**src/rtl/edd_pkg.sv**
```systemverilog
// Shared types and the saturating pixel add for the error diffusion dither.
package edd_pkg;

  // Scaled error parts: right, down, down-left and down-right.
  typedef struct packed {
    logic signed [7:0] e7;
    logic signed [7:0] e5;
    logic signed [7:0] e3;
    logic signed [7:0] e1;
  } edd_err_t;

  // Control broadcast to every cell of the pixel line.
  typedef struct packed {
    logic       shift;
    logic       diffuse;
    logic       load;
    logic [7:0] load_val;
    edd_err_t   err;
  } edd_ctl_t;

  localparam logic [7:0] PIX_MAX = 8'd255;

  function automatic logic [7:0] sat_add(input logic [7:0] v, input logic signed [7:0] e);
    logic signed [9:0] s;
    s = $signed({2'b00, v}) + 10'(e);
    if (s > 10'sd255) begin
      sat_add = PIX_MAX;
    end else if (s < 10'sd0) begin
      sat_add = 8'd0;
    end else begin
      sat_add = s[7:0];
    end
  endfunction

endpackage

```
**src/rtl/edd_cell.sv**
```systemverilog
// One waiting pixel of the line: takes its share of the error and shifts toward the head.
module edd_cell #(
  parameter int IDX = 0,
  parameter int IW  = 10
) (
  input  logic              clk,
  input  edd_pkg::edd_ctl_t ctl,
  input  logic [IW-1:0]     w_idx,
  input  logic [IW-1:0]     wm1_idx,
  input  logic [IW-1:0]     tail_idx,
  input  logic [7:0]        from_next,
  output logic [7:0]        value,
  output logic [7:0]        mod_value
);

  logic [7:0]        pix_r;
  logic [7:0]        pix_nxt;
  logic signed [7:0] add;

  // Pick this cell's part of the error by its place relative to the head.
  always_comb begin
    if (!ctl.diffuse) begin
      add = 8'sd0;
    end else if (IDX == 1) begin
      add = ctl.err.e7;
    end else if (w_idx == IW'(IDX)) begin
      add = ctl.err.e5;
    end else if (wm1_idx == IW'(IDX)) begin
      add = ctl.err.e3;
    end else begin
      add = 8'sd0;
    end
  end

  assign mod_value = edd_pkg::sat_add(pix_r, add);
  assign value     = pix_r;

  always_comb begin
    if (ctl.load && (tail_idx == IW'(IDX))) begin
      pix_nxt = ctl.load_val;
    end else if (ctl.shift) begin
      pix_nxt = from_next;
    end else begin
      pix_nxt = pix_r;
    end
  end

  always_ff @(posedge clk) begin
    pix_r <= pix_nxt;
  end

endmodule

```
**config.mk**
```make
export PLATFORM = sky130hd
export DESIGN_NAME = edd_cell
export DESIGN_NICKNAME = d
export VERILOG_FILES = /design/src/rtl/edd_pkg.sv /design/src/rtl/edd_cell.sv
export SDC_FILE = /design/constraint.sdc
export NUM_CORES = 1
export LEC_CHECK = 0
export ABC_CLOCK_PERIOD_IN_PS = 3000
export BUFFER_PORTS_ARGS = -buffer_cell sky130_fd_sc_hd__buf_2
export CAP_MARGIN = 40
export CORE_MARGIN = 2
export CORE_UTILIZATION = 35
export DETAILED_ROUTE_END_ITERATION = 12
export PLACE_DENSITY_LB_ADDON = 0.05
export SLEW_MARGIN = 10
export SYNTH_ARGS = -nofsm -noshare
export SYNTH_HDL_FRONTEND = slang
export SYNTH_SLANG_ARGS = --single-unit
```
**constraint.sdc**
```tcl
create_clock -name clk -period 3 [get_ports clk]
set_input_delay 0.15 -clock clk [delete_from_list [all_inputs] [get_ports clk]]
set_output_delay 0.15 -clock clk [all_outputs]
set_load 0.005 [all_outputs]
```
==> reports/qor.txt, run 1 <==
Outcome: finished clean
Crit end category: output port
Reported max-cap violation count: 0
Routability cong.: 0.737
Number of flip-flops in the largest register: 8
Most frequent cell after synthesis: nand2_1
# rows: 21
Fin Hold WS: 202 ps
Max VDD drop: 0.000169 V
Crit Path Max Fanout: 7
RSZ-0062 raised after global routing: true
Required @ worst endpoint: 2850 ps
Crit path max-delay family: compound AO/OA/AOI/OAI gates
Top Ports: 98
Dpl cells: 258
FFs w/ async S/R, synth: 0%
Core Area: 0.00328 mm²
Vias in the first global route: 1,447
Slowest CP cell: a221oi_4
Clock sink count: 8
Synth top cells by count: nand2_1, ha_1
Crit-path max cell delay: 340 ps
Leak: 0.838 nW
Fin cells: 267
CTS tree: built
DR iter-0 viols: 62
Hold endpoint: value[3]$_DFFE_PP_
Mapped cell area: 0.00118 mm²
Sequential share of the synthesized area: 20.3%
Reg clk slew, reported paths: 50 ps
Post-synthesis register bit count: 8
Initial Utilization: 36.0%
Synthesis-to-finish area growth: 63.2%
Ant. Diodes: 0
Hold Crit Start: ctl[35]
Routed Antenna Nets: 0
Cts bufs inserted: 3
Startpoint types: input port
Design area: 0.00193 mm²
Drt wl/cell: 12.7 µm
Area contributors post-synth: edfxtp_1, ha_1, mux2_2
Worst hold path depth: 2
Share of layout cells above drive strength 1: 60.2%
Final Util: 58.7%
GR Util All Layers: 17.4%
Number of nets in the layout: 315
Power Density: 182 mW/mm²
Count of pins over their slew limit: 0
Slew HR: 65.8%
Initial antenna violation count: 0
Crit path arrival time: 2810 ps
Worst path bufs/invs: 3
DRC: 0
Vias per cell: 5.13
Post-synth EDFFs: 8
Hpwl dp: 2580 µm
Crit path time final: 2960 ps
Port Buffers: 81
H-tree Lvls: 1
Syn_area_per_cell: 9.31 µm²
Yosys top cell area share: 20.3%
Die W: 62.1 µm
Grt ovf: 0
Max Freq: 338 MHz
TritonRoute pass-1 iters: 4
Post-place instance area: 0.00168 mm²
Synthesized instance count: 127
Hold Violations, Final: 0
Synthesized Nets: 219
Largest net degree at the start of global routing: 11
WS Path Type: input port to output port
Crit share post-route: 98.8%
Pwr Total: 0.352 mW
Final WL: 3390 µm
Synth Flop Type: edfxtp_1
Clk root buf: clkbuf_4
Setup Viol. Count Final: 0
Worst-Margin Slew: 513 ps
Warnings, synthesis: 0
Worst hold path class: input port to register
First-pass GRT wire length: 5760 µm
Vias: 1,371
Cell variety after synth: 44
Cells along the critical path: buf_2, nor4_4, and3_4, nor2_4, a22oi_2, nor2b_1, ha_2, fa_2, a21o_1, a221oi_4, o22ai_4, buf_6, a22oi_2, o21ai_1, buf_2
DIE AREA: 0.00386 mm²
Die Span Y: 62.1 µm
Cell taking the most area after synthesis: edfxtp_1
Maximum clock insertion buffer count: 2
==> layer usage <==
metal / track usage, % / vias up / share of wire (%)
li1: - / 683 / -
met1: 18.6 / 633 / 37
met2: 34.8 / 51 / 56
met3: 2.36 / 4 / 6.6
met4: 5.28 / 0 / 0.44
met5: 0 / - / 0
==> layout make-up <==
cell class / instances / area [µm²]
clock buffers: 3 / 22.5
fillers: 319 / 1360
inverters: 3 / 11.3
multi-input cells: 115 / 1060
flip-flops and latches: 8 / 240
well taps: 46 / 57.6
repair buffers: 92 / 534
==> logic make-up after synthesis <==
kind of cell | count (synthesis) | share of synthesized area (%)
AND/OR/NAND/NOR | 56 | 30.5
AO/OA/AOI/OAI | 33 | 23.3
adder cells (fa/ha/maj) | 10 | 11.2
multiplexers | 8 | 7.62
flip-flops | 8 | 20.3
XOR/XNOR | 7 | 5.19
buffers and inverters | 5 | 1.90
==> what timing repair did <==
item / in CTS / in global routing
cloned: 1 / 0
hold buffers: 0 / 0
pin swaps: 6 / 20
setup buffers: 1 / 4
gates resized for setup: 6 / 28
endpoints found under the setup margin: 8 / 8
==> where the power goes <==
| part | switching (mW) | internal (mW) |
|---|---|---|
| sequential | 0.00564 | 0.133 |
| clock | 0.0355 | 0.0457 |
| combinational | 0.0585 | 0.0732 |
| total | 0.0996 | 0.252 |
==> how the worst max path moves through the flow <==
stage | from | end | slack (ps) | depth (start not counted)
after floorplan | w_idx[3] | mod_value[6] | 90 | 14
after global placement | w_idx[3] | mod_value[6] | -140 | 15
after detailed placement | w_idx[3] | mod_value[6] | -170 | 15
after CTS | w_idx[3] | mod_value[4] | 4 | 15
after global routing | wm1_idx[0] | mod_value[2] | -130 | 15
final | w_idx[6] | mod_value[2] | 40 | 15
==> placed cells by master (no fill, tap or decap), types with 4 or more instances in the layout <==
master    netlist  layout
a21oi_1         4       4
a22oi_1         8       5
buf_2           0      76
buf_4           1       8
buf_6           0       7
edfxtp_1        8       8
ha_1            9       7
mux2_2          8       8
nand2_1        10      10
nand3_1         5       5
nor2_1          8       6
nor2b_1         8       7
nor4_4          0       4
o21ai_1         4       6
xnor2_1         5       4
==> through the flow <==
step / setup TNS [ps] / worst slack [ps]
3_5_place_dp: -1020 / -174
6_report: 0 / 37.1
5_1_grt: -702 / -126
4_1_cts: 0 / 3.56
3_3_place_gp: -789 / -144
2_1_floorplan: 0 / 91.4
No activity file was read; power rests on OpenSTA's default activity.
==> inputs of run 2 (changes only) <==
==> constraint.sdc (replaced) <==
create_clock -name clk -period 3 [get_ports clk]
set_input_delay 0.45 -clock clk [delete_from_list [all_inputs] [get_ports clk]]
set_output_delay 0.45 -clock clk [all_outputs]
set_load 0.005 [all_outputs]
==> reports/qor.txt, run 2 (same netlist as run 1, synthesis figures left out) <==
Crit path time final: 3560 ps
First-pass GRT wire length: 5810 µm
Crit-path max cell delay: 360 ps
Hold Violations, Final: 0
Hold buffers post-CTS: 0
Clock sink count: 8
Initial Utilization: 36.0%
Dpl cells: 274
Ant. Diodes: 0
# rows: 21
Crit end category: output port
Worst-Margin Slew: 410 ps
Placement Setup Slack: -676 ps
Worst setup margin: -555 ps
Failing checks: setup timing
Crit share post-route: 119%
Crit path arrival time: 3110 ps
Internal power: 0.257 mW
Number of nets in the layout: 330
Post-place instance area: 0.00185 mm²
Top Ports: 98
Crit Path Max Fanout: 5
Port Buffers: 81
Vias per cell: 4.85
Leak: 0.901 nW
Final WL: 3380 µm
TritonRoute pass-1 iters: 4
Die Span Y: 62.1 µm
Routability cong.: 0.784
Slowest CP cell: fa_2
Hpwl dp: 2880 µm
Design area: 0.00197 mm²
Required @ worst endpoint: 2550 ps
Initial antenna violation count: 0
DIE AREA: 0.00386 mm²
Reg clk slew, reported paths: 50 ps
Maximum clock insertion buffer count: 2
Largest net degree at the start of global routing: 10
Fin Hold WS: 501 ps
Grt ovf: 0
Number of flip-flops in the largest register: 8
Gate power share: 37.9%
Max VDD drop: 0.000188 V
Power Density: 179 mW/mm²
WS Path Type: input port to output port
Sequential share of power: 39.5%
Startpoint types: input port
Cts bufs inserted: 3
Outcome: finished, violations left
Max Freq: 281 MHz
Routed Antenna Nets: 0
RSZ-0062 raised after global routing: true
Pwr Total: 0.353 mW
Vias: 1,369
DR iter-0 viols: 62
Vias in the first global route: 1,391
Synthesis-to-finish area growth: 66.5%
DRC: 0
Net Sw Frac: 27.1%
H-tree Lvls: 1
Slew HR: 72.6%
Core Area: 0.00328 mm²
Clk root buf: clkbuf_4
Drt wl/cell: 12.0 µm
GR Util All Layers: 18.1%
Fin cells: 282
Count of pins over their slew limit: 0
Setup Viol. Count Final: 8
Reported max-cap violation count: 0
Clock share of power: 22.6%
Worst hold path class: input port to register
Switching power of the nets: 0.0954 mW
Cells along the critical path: buf_6, nor4_4, and3_4, nor2_4, a22oi_1, nor2b_1, ha_2, fa_2, a21o_1, a221oi_4, o22ai_4, o21ai_1, a21oi_1, a31oi_1, buf_2
Commonest non-fill, non-tap cells in the layout: buf_2, buf_4, nand2_1
Commonest non-fill, non-tap cell in the layout: buf_2
Die W: 62.1 µm
CTS tree: built
Share of layout cells above drive strength 1: 61.0%
-- run 2: changes by cell type in the layout (fill, tap and decap cells not counted), sizes merged --
| cell | change |
|---|---|
| buf | +15 |
-- run 2: layout make-up --
class	count	area, µm²
well taps	46	57.6
multi-input cells	115	1010
inverters	3	11.3
repair buffers	107	623
clock buffers	3	22.5
fillers	317	1320
flip-flops and latches	8	240
-- run 2: power groups by stage --
stage	logic, mW	clock network, mW	registers [mW]
6_report	0.134	0.0797	0.139
5_1_grt	0.147	0.0858	0.141
4_1_cts	0.133	0.0838	0.139
3_5_place_dp	0.128	0	0.142
3_3_place_gp	0.126	0	0.142
2_1_floorplan	0.0470	0	0.142
-- run 2: worst paths after layout --
check,from,end,cells after the start
hold / removal,from_next[6],value[6]$_DFFE_PP_,2
setup / recovery,w_idx[2],mod_value[7],15
-- run 2: timing repair --
| action | in CTS | in global routing |
|---|---|---|
| endpoints found under the setup margin | 8 | 8 |
| setup buffers | 3 | 1 |
| gates cloned | 1 | 0 |
| gates resized for setup | 9 | 5 |
| pin swaps | 15 | 9 |
-- run 2: routing by layer --
layer | routed length [µm] | vias up | track usage [%] | share of wire [%]
met5 | 0 | - | 0 | 0
met4 | 5 | 0 | 4.17 | 0.15
met3 | 193 | 2 | 1.63 | 5.7
met2 | 1800 | 48 | 35.6 | 53
met1 | 1390 | 614 | 20.9 | 41
li1 | - | 705 | - | -
-- run 2: metrics by stage --
step,utilization [%],TNS (ps)
final,59.9,-4110
after global routing,59.9,-5450
after CTS,59.0,-3970
after detailed placement,56.3,-5040
after global placement,56.3,-4810
after floorplan,-,-2770
-- run 2: critical path: cells and delay by family --
kind | cells | cell delay, ps
compound gates | 7 | 1180
buf+inv | 2 | 240
simple gates | 4 | 660
fa+ha+maj | 2 | 560
